`config.mk`:
```
export PLATFORM = sky130hd
export DESIGN_NAME = ultrasonic_range_fan_switch
export DESIGN_NICKNAME = d
export VERILOG_FILES = /design/src/rtl/core/ursw_pkg.sv /design/src/rtl/core/ultrasonic_range_fan_switch.sv /design/src/rtl/core/ursw_cfg.sv /design/src/rtl/core/ursw_ranger.sv /design/src/rtl/core/ursw_outreg.sv
export VERILOG_INCLUDE_DIRS = /design/src /design/src/rtl/core
export SDC_FILE = /design/constraint.sdc
export NUM_CORES = 1
export LEC_CHECK = 0
export BUFFER_PORTS_ARGS = -buffer_cell sky130_fd_sc_hd__buf_2
export CORE_MARGIN = 2
export CORE_UTILIZATION = 60
export CTS_CLUSTER_DIAMETER = 80
export DETAILED_ROUTE_END_ITERATION = 12
export PLACE_DENSITY = 0.88
export RECOVER_POWER = 100
export SYNTH_ARGS = -nofsm -noshare
export SYNTH_HDL_FRONTEND = slang
export SYNTH_SLANG_ARGS = --single-unit
```
`constraint.sdc`:
```
create_clock -name clk -period 6.2 [get_ports clk]
set_input_delay 0.62 -clock clk [delete_from_list [all_inputs] [get_ports clk]]
set_output_delay 0.62 -clock clk [all_outputs]
set_load 0.02 [all_outputs]
```
`src/rtl/core/ultrasonic_range_fan_switch_macros.svh`:
```
// Assertion macros for the ultrasonic range fan switch.
// Used by the top level only; needs nothing else.
`ifndef ULTRASONIC_RANGE_FAN_SWITCH_MACROS_SVH
`define ULTRASONIC_RANGE_FAN_SWITCH_MACROS_SVH

// Same-cycle implication, disabled while reset is asserted.
`define URSW_ASSERT_NOW(label, ck, rn, ante, cons) \
    label: assert property (@(posedge ck) disable iff (!rn) (ante) |-> (cons)) \
        else $error("ursw assertion failed");

// Next-cycle implication, disabled while reset is asserted.
`define URSW_ASSERT_NEXT(label, ck, rn, ante, cons) \
    label: assert property (@(posedge ck) disable iff (!rn) (ante) |=> (cons)) \
        else $error("ursw assertion failed");

`endif

```
`src/rtl/core/ursw_pkg.sv`:
```
// Shared types and constants for the ultrasonic range fan switch.
// No dependencies; imported by every module of the block.
`default_nettype none

package ursw_pkg;

    // Fixed register widths
    localparam int TRIG_W  = 8;
    localparam int PAUSE_W = 21;
    localparam int STEP_W  = 16;
    localparam int THR_W   = 10;
    localparam int DATA_W  = 21;
    localparam int INDEX_W = 3;

    // Register indexes
    localparam logic [INDEX_W-1:0] REG_TRIGGER_TICKS = 3'd0;
    localparam logic [INDEX_W-1:0] REG_PAUSE_TICKS   = 3'd1;
    localparam logic [INDEX_W-1:0] REG_CM_STEP_X100  = 3'd2;
    localparam logic [INDEX_W-1:0] REG_ON_CM         = 3'd3;
    localparam logic [INDEX_W-1:0] REG_OFF_CM        = 3'd4;

    // Register reset values
    localparam logic [TRIG_W-1:0]  TRIGGER_TICKS_RST = 8'd80;
    localparam logic [PAUSE_W-1:0] PAUSE_TICKS_RST   = 21'd1600000;
    localparam logic [STEP_W-1:0]  CM_STEP_RST       = 16'd46647;
    localparam logic [THR_W-1:0]   ON_CM_RST         = 10'd75;
    localparam logic [THR_W-1:0]   OFF_CM_RST        = 10'd10;

    // Range arithmetic: each tick weighs 100, the step is never below 101
    localparam logic [STEP_W-1:0]  STEP_MIN    = 16'd101;
    localparam logic [STEP_W-1:0]  TICK_WEIGHT = 16'd100;

    // Measurement phases
    localparam logic [1:0] PH_TRIGGER = 2'd0;
    localparam logic [1:0] PH_WAIT    = 2'd1;
    localparam logic [1:0] PH_MEASURE = 2'd2;
    localparam logic [1:0] PH_PAUSE   = 2'd3;

    typedef struct packed {
        logic [TRIG_W-1:0]  trigger_ticks;
        logic [PAUSE_W-1:0] pause_ticks;
        logic [STEP_W-1:0]  cm_step_x100;
        logic [THR_W-1:0]   on_cm;
        logic [THR_W-1:0]   off_cm;
    } cfg_t;

    typedef struct packed {
        logic trigger_out;
        logic switch_on;
        logic distance_valid;
    } flags_t;

endpackage

`default_nettype wire

```
`src/rtl/core/ultrasonic_range_fan_switch.sv`:
```
// Ultrasonic range fan switch top level; uses ursw_pkg, ursw_cfg, ursw_ranger,
// ursw_outreg and the assertion macro header.
// The result of a tick appears at the output in the cycle after it is accepted.
// Throughput: one tick per cycle when out_ready is high, set by the single result register.
// Reset: asynchronous active low; registers return to defaults, sequencer to trigger phase.
`default_nettype none
`include "ultrasonic_range_fan_switch_macros.svh"

module ultrasonic_range_fan_switch #(
    parameter int DISTANCE_BITS    = 10,
    parameter int PHASE_COUNT_BITS = 21
) (
    input  wire logic                          clk,
    input  wire logic                          rst_n,
    input  wire logic                          in_valid,
    output logic                               in_ready,
    input  wire logic                          echo_level,
    output logic                               out_valid,
    input  wire logic                          out_ready,
    output logic                               trigger_out,
    output logic                               switch_on,
    output logic [DISTANCE_BITS-1:0]           distance_cm,
    output logic                               distance_valid,
    input  wire logic                          cfg_valid,
    output logic                               cfg_ready,
    input  wire logic [ursw_pkg::INDEX_W-1:0]  cfg_index,
    input  wire logic [ursw_pkg::DATA_W-1:0]   cfg_data
);
    import ursw_pkg::*;

    cfg_t                     cfg;
    flags_t                   res_flags;
    flags_t                   out_flags;
    logic [DISTANCE_BITS-1:0] res_dist;
    logic                     accept;

    assign accept = in_valid && in_ready;

    ursw_cfg u_cfg (
        .clk       (clk),
        .rst_n     (rst_n),
        .cfg_valid (cfg_valid),
        .cfg_ready (cfg_ready),
        .cfg_index (cfg_index),
        .cfg_data  (cfg_data),
        .cfg       (cfg)
    );

    ursw_ranger #(
        .DISTANCE_BITS    (DISTANCE_BITS),
        .PHASE_COUNT_BITS (PHASE_COUNT_BITS)
    ) u_ranger (
        .clk        (clk),
        .rst_n      (rst_n),
        .step       (accept),
        .echo_level (echo_level),
        .cfg        (cfg),
        .flags      (res_flags),
        .distance   (res_dist)
    );

    ursw_outreg #(
        .DISTANCE_BITS (DISTANCE_BITS)
    ) u_outreg (
        .clk       (clk),
        .rst_n     (rst_n),
        .load      (accept),
        .flags_d   (res_flags),
        .dist_d    (res_dist),
        .in_ready  (in_ready),
        .out_ready (out_ready),
        .out_valid (out_valid),
        .flags_q   (out_flags),
        .dist_q    (distance_cm)
    );

    assign trigger_out    = out_flags.trigger_out;
    assign switch_on      = out_flags.switch_on;
    assign distance_valid = out_flags.distance_valid;

    // A stalled result blocks new items
    `URSW_ASSERT_NOW(a_stall_blocks_input, clk, rst_n, out_valid && !out_ready, !in_ready)
    // Every accepted item yields a result next cycle
    `URSW_ASSERT_NEXT(a_accept_gives_result, clk, rst_n, accept, out_valid)
    // A measurement never completes on a trigger tick
    `URSW_ASSERT_NOW(a_trigger_not_done, clk, rst_n, out_valid, !(trigger_out && distance_valid))

endmodule

`default_nettype wire

```
`src/rtl/core/ursw_cfg.sv`:
```
// Configuration register file for the ultrasonic range fan switch.
// Depends on ursw_pkg.
`default_nettype none

module ursw_cfg (
    input  wire logic                          clk,
    input  wire logic                          rst_n,
    input  wire logic                          cfg_valid,
    output logic                               cfg_ready,
    input  wire logic [ursw_pkg::INDEX_W-1:0]  cfg_index,
    input  wire logic [ursw_pkg::DATA_W-1:0]   cfg_data,
    output ursw_pkg::cfg_t                     cfg
);
    import ursw_pkg::*;

    cfg_t cfg_reg;
    cfg_t cfg_next;

    // Always able to take a write
    assign cfg_ready = 1'b1;

    // Decode the write; unknown indexes drop the data
    always_comb
    begin
        cfg_next = cfg_reg;
        if (cfg_valid)
        begin
            unique case (cfg_index)
                REG_TRIGGER_TICKS: cfg_next.trigger_ticks = cfg_data[TRIG_W-1:0];
                REG_PAUSE_TICKS:   cfg_next.pause_ticks   = cfg_data[PAUSE_W-1:0];
                REG_CM_STEP_X100:  cfg_next.cm_step_x100  = cfg_data[STEP_W-1:0];
                REG_ON_CM:         cfg_next.on_cm         = cfg_data[THR_W-1:0];
                REG_OFF_CM:        cfg_next.off_cm        = cfg_data[THR_W-1:0];
                default:           cfg_next = cfg_reg;
            endcase
        end
    end

    always_ff @(posedge clk or negedge rst_n)
    begin
        if (!rst_n)
        begin
            cfg_reg.trigger_ticks <= TRIGGER_TICKS_RST;
            cfg_reg.pause_ticks   <= PAUSE_TICKS_RST;
            cfg_reg.cm_step_x100  <= CM_STEP_RST;
            cfg_reg.on_cm         <= ON_CM_RST;
            cfg_reg.off_cm        <= OFF_CM_RST;
        end
        else
        begin
            cfg_reg <= cfg_next;
        end
    end

    assign cfg = cfg_reg;

endmodule

`default_nettype wire

```
`src/rtl/core/ursw_ranger.sv`:
```
// Measurement sequencer: trigger, echo wait, tick-to-cm accumulation, pause,
// and the hysteresis switch. Depends on ursw_pkg.
`default_nettype none

module ursw_ranger #(
    parameter int DISTANCE_BITS    = 10,
    parameter int PHASE_COUNT_BITS = 21
) (
    input  wire logic                      clk,
    input  wire logic                      rst_n,
    input  wire logic                      step,
    input  wire logic                      echo_level,
    input  ursw_pkg::cfg_t                 cfg,
    output ursw_pkg::flags_t               flags,
    output logic [DISTANCE_BITS-1:0]       distance
);
    import ursw_pkg::*;

    localparam logic [DISTANCE_BITS-1:0] DIST_MAX = {DISTANCE_BITS{1'b1}};
    localparam int CMP_W   = (DISTANCE_BITS > THR_W) ? DISTANCE_BITS : THR_W;
    localparam int PAUSE_CMP_W = (PHASE_COUNT_BITS > PAUSE_W) ? PHASE_COUNT_BITS : PAUSE_W;

    logic [1:0]                  phase_reg, phase_next;
    logic [PHASE_COUNT_BITS-1:0] ticks_reg, ticks_next;
    logic                        echo_prev_reg, echo_prev_next;
    logic [STEP_W-1:0]           frac_reg, frac_next;
    logic [DISTANCE_BITS-1:0]    cm_reg, cm_next;
    logic [DISTANCE_BITS-1:0]    last_reg, last_next;
    logic                        state_reg, state_next;

    logic [PHASE_COUNT_BITS-1:0] ticks_inc;
    logic [TRIG_W-1:0]           trig_len;
    logic [STEP_W-1:0]           step_eff;
    logic [STEP_W:0]             frac_sum;
    logic                        frac_wrap;
    logic                        cm_sat;
    logic [DISTANCE_BITS-1:0]    dist_final;
    logic                        trig;
    logic                        dvalid;

    // Shared arithmetic for the phase counter and the cm accumulator
    assign ticks_inc  = ticks_reg + PHASE_COUNT_BITS'(1);
    assign trig_len   = (cfg.trigger_ticks == '0) ? TRIG_W'(1) : cfg.trigger_ticks;
    assign step_eff   = (cfg.cm_step_x100 < STEP_MIN) ? STEP_MIN : cfg.cm_step_x100;
    assign frac_sum   = {1'b0, frac_reg} + {1'b0, TICK_WEIGHT};
    assign frac_wrap  = (frac_sum >= {1'b0, step_eff});
    assign cm_sat     = (cm_reg >= DIST_MAX);
    // Round up when a partial centimetre remains
    assign dist_final = cm_reg + DISTANCE_BITS'((!cm_sat) && (frac_reg != '0));

    // Advance the sequencer on each accepted tick
    always_comb
    begin
        phase_next     = phase_reg;
        ticks_next     = ticks_reg;
        echo_prev_next = echo_prev_reg;
        frac_next      = frac_reg;
        cm_next        = cm_reg;
        last_next      = last_reg;
        state_next     = state_reg;
        trig           = 1'b0;
        dvalid         = 1'b0;
        if (step)
        begin
            echo_prev_next = echo_level;
            unique case (phase_reg)
                PH_TRIGGER:
                begin
                    trig       = 1'b1;
                    ticks_next = ticks_inc;
                    if (ticks_inc >= PHASE_COUNT_BITS'(trig_len))
                    begin
                        phase_next = PH_WAIT;
                        ticks_next = '0;
                    end
                end
                PH_WAIT:
                begin
                    // Rising edge: restart and count this tick as the first
                    if (echo_level && !echo_prev_reg)
                    begin
                        frac_next  = TICK_WEIGHT;
                        cm_next    = '0;
                        phase_next = PH_MEASURE;
                    end
                end
                PH_MEASURE:
                begin
                    if (echo_level)
                    begin
                        if (!cm_sat)
                        begin
                            if (frac_wrap)
                            begin
                                frac_next = STEP_W'(frac_sum - {1'b0, step_eff});
                                cm_next   = cm_reg + DISTANCE_BITS'(1);
                            end
                            else
                            begin
                                frac_next = frac_sum[STEP_W-1:0];
                            end
                        end
                    end
                    else
                    begin
                        // Falling edge: publish and apply hysteresis, on wins
                        last_next = dist_final;
                        dvalid    = 1'b1;
                        if (CMP_W'(dist_final) >= CMP_W'(cfg.on_cm))
                        begin
                            state_next = 1'b1;
                        end
                        else if (CMP_W'(dist_final) <= CMP_W'(cfg.off_cm))
                        begin
                            state_next = 1'b0;
                        end
                        ticks_next = '0;
                        phase_next = (cfg.pause_ticks == '0) ? PH_TRIGGER : PH_PAUSE;
                    end
                end
                default:
                begin
                    // Pause phase
                    ticks_next = ticks_inc;
                    if (PAUSE_CMP_W'(ticks_inc) >= PAUSE_CMP_W'(cfg.pause_ticks))
                    begin
                        phase_next = PH_TRIGGER;
                        ticks_next = '0;
                    end
                end
            endcase
        end
    end

    always_ff @(posedge clk or negedge rst_n)
    begin
        if (!rst_n)
        begin
            phase_reg     <= PH_TRIGGER;
            ticks_reg     <= '0;
            echo_prev_reg <= 1'b0;
            frac_reg      <= '0;
            cm_reg        <= '0;
            last_reg      <= '0;
            state_reg     <= 1'b0;
        end
        else
        begin
            phase_reg     <= phase_next;
            ticks_reg     <= ticks_next;
            echo_prev_reg <= echo_prev_next;
            frac_reg      <= frac_next;
            cm_reg        <= cm_next;
            last_reg      <= last_next;
            state_reg     <= state_next;
        end
    end

    // Result of this tick, registered downstream
    assign flags.trigger_out    = trig;
    assign flags.switch_on      = state_next;
    assign flags.distance_valid = dvalid;
    assign distance             = last_next;

endmodule

`default_nettype wire

```
`src/rtl/core/ursw_outreg.sv`:
```
// Result register between the sequencer and the output channel.
// Depends on ursw_pkg.
`default_nettype none

module ursw_outreg #(
    parameter int DISTANCE_BITS = 10
) (
    input  wire logic                      clk,
    input  wire logic                      rst_n,
    input  wire logic                      load,
    input  ursw_pkg::flags_t               flags_d,
    input  wire logic [DISTANCE_BITS-1:0]  dist_d,
    output logic                           in_ready,
    input  wire logic                      out_ready,
    output logic                           out_valid,
    output ursw_pkg::flags_t               flags_q,
    output logic [DISTANCE_BITS-1:0]       dist_q
);
    import ursw_pkg::*;

    logic                     valid_reg, valid_next;
    flags_t                   flags_reg;
    logic [DISTANCE_BITS-1:0] dist_reg;

    // Take a new item when empty or when the held one leaves this cycle
    assign in_ready = !valid_reg || out_ready;

    always_comb
    begin
        valid_next = valid_reg;
        if (load)
        begin
            valid_next = 1'b1;
        end
        else if (out_ready)
        begin
            valid_next = 1'b0;
        end
    end

    always_ff @(posedge clk or negedge rst_n)
    begin
        if (!rst_n)
        begin
            valid_reg <= 1'b0;
        end
        else
        begin
            valid_reg <= valid_next;
        end
    end

    // Payload holds until the next load
    always_ff @(posedge clk)
    begin
        if (load)
        begin
            flags_reg <= flags_d;
            dist_reg  <= dist_d;
        end
    end

    assign out_valid = valid_reg;
    assign flags_q   = flags_reg;
    assign dist_q    = dist_reg;

endmodule

`default_nettype wire

```
==> summary.md <==
| Metric | Value |
|---|---|
| GP Congestion | roughly 0.9 |
| Net count, final | roughly 1100 |
| Mapped Area | around 9000 µm² |
| Synth warn | 0 |
| DR vias/cell | 6.307 |
| Leading cell type by number of instances after synthesis | nand2_1 |
| Crit path setup slack, layout | about 1300 ps |
| Outcome | complete, but fails checks |
| H-tree lvl count | 4 |
| Syn_nets | roughly 1100 |
| Vias in the first global route | ~7400 |
| Maximum clock frequency | around 200 MHz |
| Max Cap Viol | 5 |
| Post-Place Setup Slack | between 2000 and 2500 ps |
| Initial antenna violation count | 1 |
| Total track usage | around 29% |
| Routed length per instance | 18.47 µm |
| Die ar. | between 15000 and 20000 µm² |
| Post-CTS sizing | 0 |
| Final WL | approximately 22000 µm |
| Max VDD drop | between 0.0002 and 0.00025 V |
| Clock buffer count from CTS | 17 |
| Worst relative slew slack | -93.49% |
| Clock Power Share | 25.6% |
| Clock buffer depth | 2 |
| WP buf/inv | 1 |
| Max stage delay on crit path | between 1000 and 1500 ps |
| Number of setup buffers added after CTS | 0 |
| Hold Slack | about 400 ps |
| Number of top-level pins | 46 |
| Dpl hpwl | about 16000 µm |
| Setup-failing EPs final | 0 |
| Post-synth top area share | slightly below 30% |
| Post-Syn Instances | 955 |
| Worst Skew | between 8 and 9 ps |
| Share of cells above drive strength 1 | about an eighth |
| Crit Path Class | reg -> reg |
| Fin. max-slew vios | 225 |
| Count of cell types in the netlist | between 70 and 80 |
| Sw Share | between 30% and 40% |
| Post-synth ARST share | a little over 90% |
| CP arrival | around 5300 ps |
| # diodes | 0 |
| Tcrit/Tclk final | approximately four fifths |
| Row count | between 40 and 50 |
| Post-synthesis cell type with the largest combined area | dfrtp_1 |
| DR vias | approximately 7400 |
| Final Hold Violating Endpoints | 0 |
| Leakage | around 4.4 nW |
| Failing checks | capacitance limit, slew limit |
| Top post-synthesis cells by count | nand2_1 (115), dfrtp_1 (103), o21ai_0 (87) |
| Clock network latency to the later pin of the worst-skew pair | 430 ps |
| Sequential area share after synthesis | just over 40% |
| Largest net degree at the start of global routing | 76 |
| First-pass GRT wire length | ~36000 µm |
| Clk root buf | clkbuf_16 |
| Setup_tns | 0 ps |
| Hold buffer count at CTS | 0 |
| Core Area | approximately 14000 µm² |
| # clock sinks | 140 |
| Worst Setup Start Kind | flop |
| Worst endpoint required time | about 6600 ps |
| Die height | 125.2 µm |
| Switching power | 1.553 mW |
| Reg clk slew, reported paths | 60 ps |
| CP Cell Sequence | nand3_1, nor3b_1, nand3b_1, nor2_1, xor2_1, ha_1, nand4_1, nor2_1, nand2_1, nor3_1, o31a_1, clkbuf_1, nand3_1, or3_1, a21oi_1 |
| Flop pwr share | roughly a third |
| Top post-synthesis cells by area | dfrtp_1 (29%), ha_1 (10%), dfstp_2 (7.2%) |
| Slowest stage cell, crit path | clkbuf_1 |
| Combinational share of power | approximately two fifths |
| Starting DRT DRC Count | 763 |
| RSZ-0062 raised after global routing | no |
| Worst Hold Class | in -> reg |
| First-pass DRT Iterations | 6 |
| Number of enable flip-flop cells after synthesis | 13 |
| Post-DRT Antenna Nets | 0 |
| Max reg flops | 65 |
| Register bit total from synthesis | 140 |
| Worst slew pin tran | 2902 ps |
| Crit path capture type | flop |
| Die W | around 130 µm |
| CP top delay family | simple AND/OR/NAND/NOR gates |
| Syn avg cell area | between 9 and 10 µm² |
| DRC Markers | 0 |
| Post-layout minimum cycle time | 4920 ps |
| Initial core utilization | around three fifths |
| Crit path max fanout | 32 |
| Primary FF master, synth | dfrtp_1 |
| CTS tree | built |
| Total grt overflow | 0 |
| Buffers on Ports | 44 |
| Power Density | ~410 nW/µm² |
| Area Overhead vs Synth | 9.668% |
| Cell-internal power | 2.389 mW |
tightest hold or removal path, cell delays in order:
cell and delay [ps]:
buf_2 80, nand2_1 40, o21ai_0 60
final cells by class:
cell class	count	area [µm²]
Clock inverter	10	101.3
Timing Repair Buffer	50	226.5
Multi-Input combinational cell	695	4723
Fill cell	1115	4758
Inverter	80	300.3
Sequential cell	140	3598
Clock buffer	22	485.5
Tap cell	184	230.2
placed cells by master, fill, tap and decap left out, types with 24 or more instances in the layout:
| cell | synthesis | final |
|---|---|---|
| a21oi_1 | 42 | 42 |
| buf_2 | 10 | 27 |
| dfrtp_1 | 103 | 103 |
| dfstp_2 | 24 | 24 |
| ha_1 | 71 | 71 |
| inv_1 | 80 | 80 |
| mux2_2 | 30 | 30 |
| nand2_1 | 115 | 115 |
| nand4_1 | 25 | 25 |
| nor2_1 | 48 | 48 |
| o21ai_0 | 87 | 90 |
| xnor2_1 | 36 | 36 |
routing by layer:
layer | wire length, µm | vias to the layer above | GRT usage [%]
met1 | 9295 | 3617 | 38.57
met2 | 10310 | 336 | 46.07
met5 | 0 | - | 0
li1 | - | 3434 | -
met3 | 1598 | 61 | 5.220
met4 | 610 | 0 | 12.03
cells by family after synthesis:
family	count (synthesis)	share of synthesized area [%]
AOI/OAI and AO/OA	205	14.03
adders and majority gates	72	10.31
xor gates and xnor gates	58	5.764
and+or+nand+nor	324	19.19
muxes	35	4.401
other	1	0.04255
buffers and inverters	120	5.437
DFF	140	40.83
stage by stage:
| step | cell area (µm²) | util, % | total power [mW] | instances |
|---|---|---|---|---|
| after global routing | 9666 | 67.01 | 4.171 | 1181 |
| after floorplan | 8813 | - | 2.489 | 955 |
| after global placement | 9138 | 63.35 | 2.805 | 1149 |
| final | 9666 | 67.01 | 3.942 | 1181 |
| after CTS | 9724 | 67.42 | 3.908 | 1181 |
| after detailed placement | 9138 | 63.35 | 2.886 | 1149 |
power by group through the flow:
| stage | clock network, mW | registers, mW | logic [mW] |
|---|---|---|---|
| final | 1.01 | 1.31 | 1.62 |
| after detailed placement | 0 | 1.32 | 1.57 |
| after global routing | 1.06 | 1.33 | 1.78 |
| after CTS | 1.01 | 1.30 | 1.59 |
| after global placement | 0 | 1.31 | 1.50 |
| after floorplan | 0 | 1.25 | 1.24 |
path summary, 6_finish.rpt:
kind	start	cells past startpoint	end	slack [ps]
setup / recovery	u_ranger.frac_reg[4]	15	u_ranger.cm_reg[6]	1280
hold / removal	cfg_data[20]	3	u_cfg.cfg[56]	400
setup reg to reg	u_ranger.frac_reg[4]	15	u_ranger.cm_reg[6]	1280
hold reg to reg	u_ranger.last_reg[1]	1	u_ranger.last_reg[1]	500
max in group asynchronous	rst_n	2	u_ranger.ticks_reg[0]	2120
min in group asynchronous	rst_n	1	u_ranger.cm_reg[7]	1130
(Power assumes the default switching activity.)
